`src/design/mcpf_pkg.sv`:
```
// Package for the multi-channel pipe FIFO: sizes, command and status codes,
// transaction payload structs and controller/datapath command types. No dependencies.
package mcpf_pkg;

  localparam int unsigned NumPipes   = 16;
  localparam int unsigned PipeDepth  = 512;
  localparam int unsigned MaxBurst   = 8;
  localparam int unsigned PipeW      = (NumPipes > 1) ? $clog2(NumPipes) : 1;
  localparam int unsigned PtrW       = $clog2(PipeDepth);
  localparam int unsigned FillW      = $clog2(PipeDepth + 1);
  localparam int unsigned AddrW      = PipeW + PtrW;
  localparam int unsigned StoreDepth = NumPipes * PipeDepth;
  localparam int unsigned BurstW     = 4;

  localparam logic [2:0] KindCreate  = 3'd0;
  localparam logic [2:0] KindWrite   = 3'd1;
  localparam logic [2:0] KindRead    = 3'd2;
  localparam logic [2:0] KindCloseRd = 3'd3;
  localparam logic [2:0] KindCloseWr = 3'd4;
  localparam logic [2:0] KindPoll    = 3'd5;

  localparam logic [2:0] StOk         = 3'd0;
  localparam logic [2:0] StWouldBlock = 3'd1;
  localparam logic [2:0] StEof        = 3'd2;
  localparam logic [2:0] StBroken     = 3'd3;
  localparam logic [2:0] StBad        = 3'd4;
  localparam logic [2:0] StNoneFree   = 3'd5;

  localparam logic [3:0] EvIn  = 4'd1;
  localparam logic [3:0] EvOut = 4'd2;
  localparam logic [3:0] EvErr = 4'd4;
  localparam logic [3:0] EvHup = 4'd8;

  typedef struct packed {
    logic [2:0]  kind;
    logic [3:0]  pipe;
    logic [63:0] wdata;
    logic [3:0]  length;
    logic        writer_end;
    logic [3:0]  events;
  } in_item_t;

  typedef struct packed {
    logic [2:0]  status;
    logic [63:0] rdata;
    logic [3:0]  moved;
    logic [3:0]  new_pipe;
    logic [3:0]  occurred;
  } out_item_t;

  // controller -> datapath
  typedef struct packed {
    logic load;      // capture input item, decide
    logic step_wr;   // write one byte
    logic step_rd;   // issue one byte read
    logic cap_rd;    // capture read data byte
    logic finish;    // commit pointers, form result
  } dp_cmd_t;

  // datapath -> controller
  typedef struct packed {
    logic       do_wr;   // item needs byte writes
    logic       do_rd;   // item needs byte reads
    logic [3:0] count;   // bytes to move
  } dp_sts_t;

endpackage

```
`src/design/mcpf_ctrl.sv`:
```
// Controller: sequences one command through decode, byte steps and commit.
// Depends on mcpf_pkg.
module mcpf_ctrl import mcpf_pkg::*; (
  input  logic    clk_i,
  input  logic    rst_ni,
  input  logic    in_valid,
  output logic    in_ready,
  output logic    out_valid,
  input  logic    out_ready,
  input  dp_sts_t sts_i,
  output dp_cmd_t cmd_o
);

  typedef enum logic [2:0] {
    S_IDLE, S_WR, S_RD, S_RD_LAST, S_FIN, S_OUT
  } state_e;

  state_e     state_q;
  logic [3:0] left_q;
  logic       rd_cap_q;

  assign in_ready  = (state_q == S_IDLE);
  assign out_valid = (state_q == S_OUT);

  always_comb begin
    cmd_o         = '0;
    cmd_o.load    = (state_q == S_IDLE) && in_valid;
    cmd_o.step_wr = (state_q == S_WR) && (left_q != '0);
    cmd_o.step_rd = (state_q == S_RD) && (left_q != '0);
    cmd_o.cap_rd  = rd_cap_q;
    cmd_o.finish  = (state_q == S_FIN);
  end

  always_ff @(posedge clk_i or negedge rst_ni) begin
    if (!rst_ni) begin
      state_q  <= S_IDLE;
      left_q   <= '0;
      rd_cap_q <= 1'b0;
    end else begin
      rd_cap_q <= cmd_o.step_rd;
      unique case (state_q)
        S_IDLE: begin
          if (in_valid) begin
            left_q <= sts_i.count;
            if (sts_i.do_wr) state_q <= S_WR;
            else if (sts_i.do_rd) state_q <= S_RD;
            else state_q <= S_FIN;
          end
        end
        S_WR: begin
          if (left_q == '0) state_q <= S_FIN;
          else left_q <= left_q - 1'b1;
        end
        S_RD: begin
          if (left_q == '0) state_q <= S_RD_LAST;
          else left_q <= left_q - 1'b1;
        end
        // spare cycle; the last read byte was captured on leaving S_RD
        S_RD_LAST: state_q <= S_FIN;
        S_FIN:     state_q <= S_OUT;
        S_OUT: begin
          if (out_ready) state_q <= S_IDLE;
        end
        default: state_q <= S_IDLE;
      endcase
    end
  end

endmodule

```
`config.mk`:
```
export PLATFORM = sky130hd
export DESIGN_NAME = mcpf_ctrl
export DESIGN_NICKNAME = d
export VERILOG_FILES = /design/src/design/mcpf_pkg.sv /design/src/design/mcpf_ctrl.sv
export SDC_FILE = /design/constraint.sdc
export NUM_CORES = 1
export LEC_CHECK = 0
export BUFFER_PORTS_ARGS = -buffer_cell sky130_fd_sc_hd__buf_2
export CAP_MARGIN = 20
export CORE_MARGIN = 1.5
export CORE_UTILIZATION = 25
export DETAILED_ROUTE_END_ITERATION = 8
export HOLD_SLACK_MARGIN = 0.03
export PLACE_DENSITY = 0.48
export RECOVER_POWER = 50
export SLEW_MARGIN = 25
export SYNTH_ARGS = -nofsm -noshare
export SYNTH_HDL_FRONTEND = slang
export SYNTH_SLANG_ARGS = --single-unit
```
`constraint.sdc`:
```
create_clock -name clk_i -period 1.98 [get_ports clk_i]
set_input_delay 0.099 -clock clk_i [delete_from_list [all_inputs] [get_ports clk_i]]
set_output_delay 0.099 -clock clk_i [all_outputs]
set_load 0.01 [all_outputs]
```
# Word level (Yosys, flattened, before mapping)
# Cells that the tools add are included.
# totals
word_cells	34
out_inout_bits	7
regBits	8
in_bits	10
# op_classes
muxes	10
add_sub_neg	1
eq_ne	10
reduce_logical	10
# op_table
cell	count
$mux W3	6
$pmux W3 S6	1
$mux W4	2
$pmux W4 S2	1
$eq A3 B2 Y1 const B	2
$eq A3 B3 Y1 const B	2
$ne A2 B1 Y1 const B	3
$logic_not A4 Y1	1
$ne A2 B2 Y1 const B	2
$reduce_and A4 Y1	1
$reduce_bool A4 Y1	1
$sub A4 B1 Y4 const B	1
$eq A3 B1 Y1 const B	1
$logic_and A1 B1 Y1	3
$logic_not A3 Y1	1
$reduce_and A3 Y1	1
$reduce_bool A2 Y1	1
$reduce_or A2 Y1	1

# Depth between registers and ports, before layout
# depth
ltp_word	4
mapped_depth	6
mapped_depth_nobuf	6

# Worst setup path after synthesis
# Ideal clock, no wire load.
# synth_timing
path_type	flip-flop to flip-flop
from	register left_q[0]
to	register left_q[1]
setup_ns	0.126
arrival_time_ns	1.367
synth_period_minus_slack_ns	1.493
path_stages_with_launch	6
n_path_buf	0
required_time_ns	1.854
setup_slack_ns	0.487
path_cell_list	dfrtp_1 > inv_1 > ha_1 > nor3b_1 > nor4_1 > a221o_1
# synth_between
elab_chain_cells	3
word_cells_on_any_way	6
cone_classes	add/sub: 1; eq/ne: 1; mux: 2; reduce/logical: 2
# synth_lines
item	line_no	text
start, declared	mcpf_ctrl.sv:19	logic [3:0] left_q;
start signal, assigned	mcpf_ctrl.sv:44	left_q <= sts_i.count;
start signal, assigned	mcpf_ctrl.sv:52	else left_q <= left_q - 1'b1;
start signal, assigned	mcpf_ctrl.sv:56	else left_q <= left_q - 1'b1;
$sub A4 B1 Y4 / $logic_not A4 Y1 (equally long branches)	-	
$mux W4 / $ne A2 B2 Y1 (equally long branches)	-	
$pmux W4 S2 / $reduce_and A3 Y1 (equally long branches)	-	
# Parallel ways exist; a longest one is shown, timed or not. The select of a mux whose other input is x is not followed.
# A chain may end at the register's enable or synchronous reset.

==> reports/summary.txt <==
DETAILED ROUTING
-------------------------------------------------------------------------------------
Via count ..............................................................          537
Remaining DRCs .........................................................            0
Iteration count of the initial detailed-routing pass ...................            4
Aggregate routed wire length ...........................................      1340 um
Routed wirelength normalized by instance count .........................      12.2 um
Count of antenna-violating nets left after detailed routing ............            0
First DRT Iteration DRCs ...............................................           10
Vias per Instance ......................................................         4.88

TIMING
-------------------------------------------------------------------------------------
Sum of negative setup slack ............................................         0 ps
Count of final hold-check violations ...................................            0
Period Utilization, post-route .........................................        92.9%
Final Critical Period ..................................................      1840 ps
Number of max-slew violations in the final report ......................            0
Unrepaired setup endpoints after global routing ........................        false
Slew headroom ..........................................................        66.1%
Finish-stage setup viols ...............................................            0
Least setup slack across all paths after layout ........................       141 ps
Post-Route Hold Slack ..................................................      90.7 ps
Max Clock Freq .........................................................    0.544 GHz
Worst-case clock skew ..................................................     0.627 ps
Actual transition at the worst max-transition pin ......................       509 ps

WORST SETUP PATH
-------------------------------------------------------------------------------------
Crit-path max cell delay ...............................................       480 ps
Critical Path RT .......................................................      1880 ps
Endpoint arrival time on the critical path .............................      1740 ps
Maximum fanout encountered on the critical timing path .................            5
CP max stage cell ......................................................       or3b_2
Crit-path cells ........................................................ inv_1 -> ha_1 -> or3b_2 -> nand2_1 -> nor3_1 -> buf_2
Worst reg-to-reg setup slack ...........................................       360 ps
Endpoint type of the worst setup path ..................................  output port
Startpoint kind of the worst setup timing path .........................     register
Worst Path Class, Setup ................................................      reg2out

GLOBAL ROUTING
-------------------------------------------------------------------------------------
Vias in the first global route .........................................          517
Sum of overflow across all layers after global routing .................            0
Global-route wire length before repair .................................      2210 um
Gr usage total .........................................................        11.5%
Pin count of the biggest net entering global routing ...................           16
Number of antenna violations at the first check in global routing ......            0

FINISH
-------------------------------------------------------------------------------------
Fraction of the core area covered by cells at the end of the flow ......        31.7%
Number of antenna repair diodes ........................................            0
Ratio of cells with drive above 1 in the final layout ..................        26.8%
NumNets Final ..........................................................           95
Synth-to-Final Area Change .............................................        20.2%

SYNTH
-------------------------------------------------------------------------------------
Post-synthesis share of cell area spent on xor and xnor gates ..........        2.79%
Post-synthesis compound-gate area fraction .............................        19.7%
Share of the synthesized area in the top cell type .....................        34.3%
Sequential-to-total area share from yosys stat .........................        34.3%
Yosys synthesis warning count ..........................................            0
Per-instance average area after synthesis ..............................    8.83 um^2
Post-synth top flop ....................................................      dfrtp_1
Gate count after technology mapping ....................................           66
Post-synthesis adder-cell area fraction ................................        3.86%
Flip-flop and latch count after synthesis ..............................            8
Fraction of synthesis flops using an asynchronous set or reset pin .....         100%
Syn_nets ...............................................................           77
Leading cell type by number of instances after synthesis ...............      dfrtp_1
Number of unique standard cell types used by synthesis .................           32
Main combinational cell family by area after synthesis ................. simple AND/OR/NAND/NOR gates
Cell type with the highest aggregate area in the netlist ...............      dfrtp_1
Post-synthesis share of cell area spent on and, or, nand and nor gates .        26.8%
Multiplexer area fraction after synthesis ..............................        1.93%
EDFF count, synth ......................................................            0
Summed instance area of the synthesized netlist ........................     583 um^2
Cells taking the most area after synthesis ............................. dfrtp_1 34%, a221o_1 5.2%, nand2_1 4.5%, nor3_1 4.3%, buf_6 3.9%
Most common library cells after synthesis .............................. 8 x dfrtp_1, 7 x nand2_1, 5 x inv_1, 5 x nor3_1, 4 x nor2_1

PLACED DESIGN
-------------------------------------------------------------------------------------
Global placement routability congestion ................................        0.760
Post-detailed-placement half-perimeter wirelength ......................       976 um
Post-placement setup slack .............................................       238 ps
Port buffer count ......................................................           16

FLOORPLANNING
-------------------------------------------------------------------------------------
Floorplan die width ....................................................      51.3 um
Top Ports ..............................................................           17
Site row count .........................................................           17
Initial core utilization ...............................................        26.4%
Die area ...............................................................    2630 um^2
Die span in y ..........................................................      51.3 um
Area of the placeable core .............................................    2210 um^2

CLOCK TREE
-------------------------------------------------------------------------------------
Number of buffers created by CTS .......................................            3
H-tree level count .....................................................            1
Postcts setup bufs .....................................................            0
Clock-pin slew of the registers on the worst-case setup and hold paths .        50 ps
Max Buffers Root-to-Sink ...............................................            2
Clock latency at the later pin of the worst-skew pair ..................       250 ps
Sink Count .............................................................            8
Clock tree from TritonCTS ..............................................         done
CTS Root Cell ..........................................................     clkbuf_4

POWER
-------------------------------------------------------------------------------------
Design Power ...........................................................      1.08 mW
Power per unit of standard cell area ................................... 1540 nW/um^2
Static Leak ............................................................     0.323 nW
Worst supply voltage drop on vdd .......................................       529 uV

STATUS
-------------------------------------------------------------------------------------
Result of the run ...................................................... finished clean

JOB
-------------------------------------------------------------------------------------
Count of maximum capacitance violations ................................            0

MIN PATH
-------------------------------------------------------------------------------------
Hold/Removal Path Class ................................................       in2reg

through the flow:
stage,std cells,cell area [um^2]
2_1_floorplan,66,583
3_3_place_gp,106,671
3_5_place_dp,106,671
4_1_cts,110,703
5_1_grt,110,701
6_report,110,701
path summary, 6_finish.rpt:
path	from	endpoint	cells past startpoint
worst max-delay path	left_q[0]	cmd_o[2]	6
min in group asynchronous	rst_ni	state_q[0]	2
worst min-delay path	sts_i[3]	left_q[3]	3
max in group asynchronous	rst_ni	state_q[1]	2
worst min register to register	left_q[1]	left_q[1]	1
worst max register to register	left_q[0]	state_q[2]	6
state kept, by name, summed over array words and instances, names as in the netlist:
name      count
left_q        4
state_q       3
rd_cap_q      1
what timing repair did:
action,4_1_cts,5_1_grt
resized for setup,0,1
hold endpoints to repair,8,0
hold buffers,1,0
endpoints found under the setup margin,0,1
area by class of cell:
class,instances,area [um^2]
Clock buffer,3,22.5
Multi-Input combinational cell,47,327
Sequential cell,8,200
Inverter,5,18.8
Fill cell,253,1510
Tap cell,28,35.0
Timing Repair Buffer,19,97.6
layer usage:
layer / wire (um) / part of all wire [%] / GRT usage, %
met1: 724 / 54 / 16.4
met2: 562 / 42 / 15.6
met3: 56 / 4.2 / 2.05
met4: 0 / 0 / 7.89
met5: 0 / 0 / 0
logic make-up (layout without fill, tap and decap cells):
logic type,count (synthesis),count (layout)
compound gates,16,16
xor+xnor,1,1
fa+ha+maj,2,2
buf+inv,11,27
flops,8,8
mux,1,1
simple gates,27,27
placed cells by master (no fill, tap or decap), types with 2 or more instances in the layout:
cell,instances
buf_2,13
dfrtp_1,8
nand2_1,7
inv_1,5
nor3_1,5
nor2_1,4
clkbuf_1,4
a21oi_1,3
a221o_1,3
clkbuf_4,3
nor4_1,2
a31oi_1,2
o21ai_0,2
power by group:
group	leakage [nW]	switching (mW)	internal, mW	total, mW
combinational	0.208	0.298	0.297	0.595
clock	0.0138	0.0537	0.0692	0.123
sequential	0.101	0.128	0.232	0.360
worst max-delay path, delay by kind of cell, from the launching register on:
kind	cells	cell delay, ps
and+or+nand+nor	3	650
DFF	1	400
buffers and inverters	2	220
adders and majority gates	1	220
(Power assumes the default switching activity.)
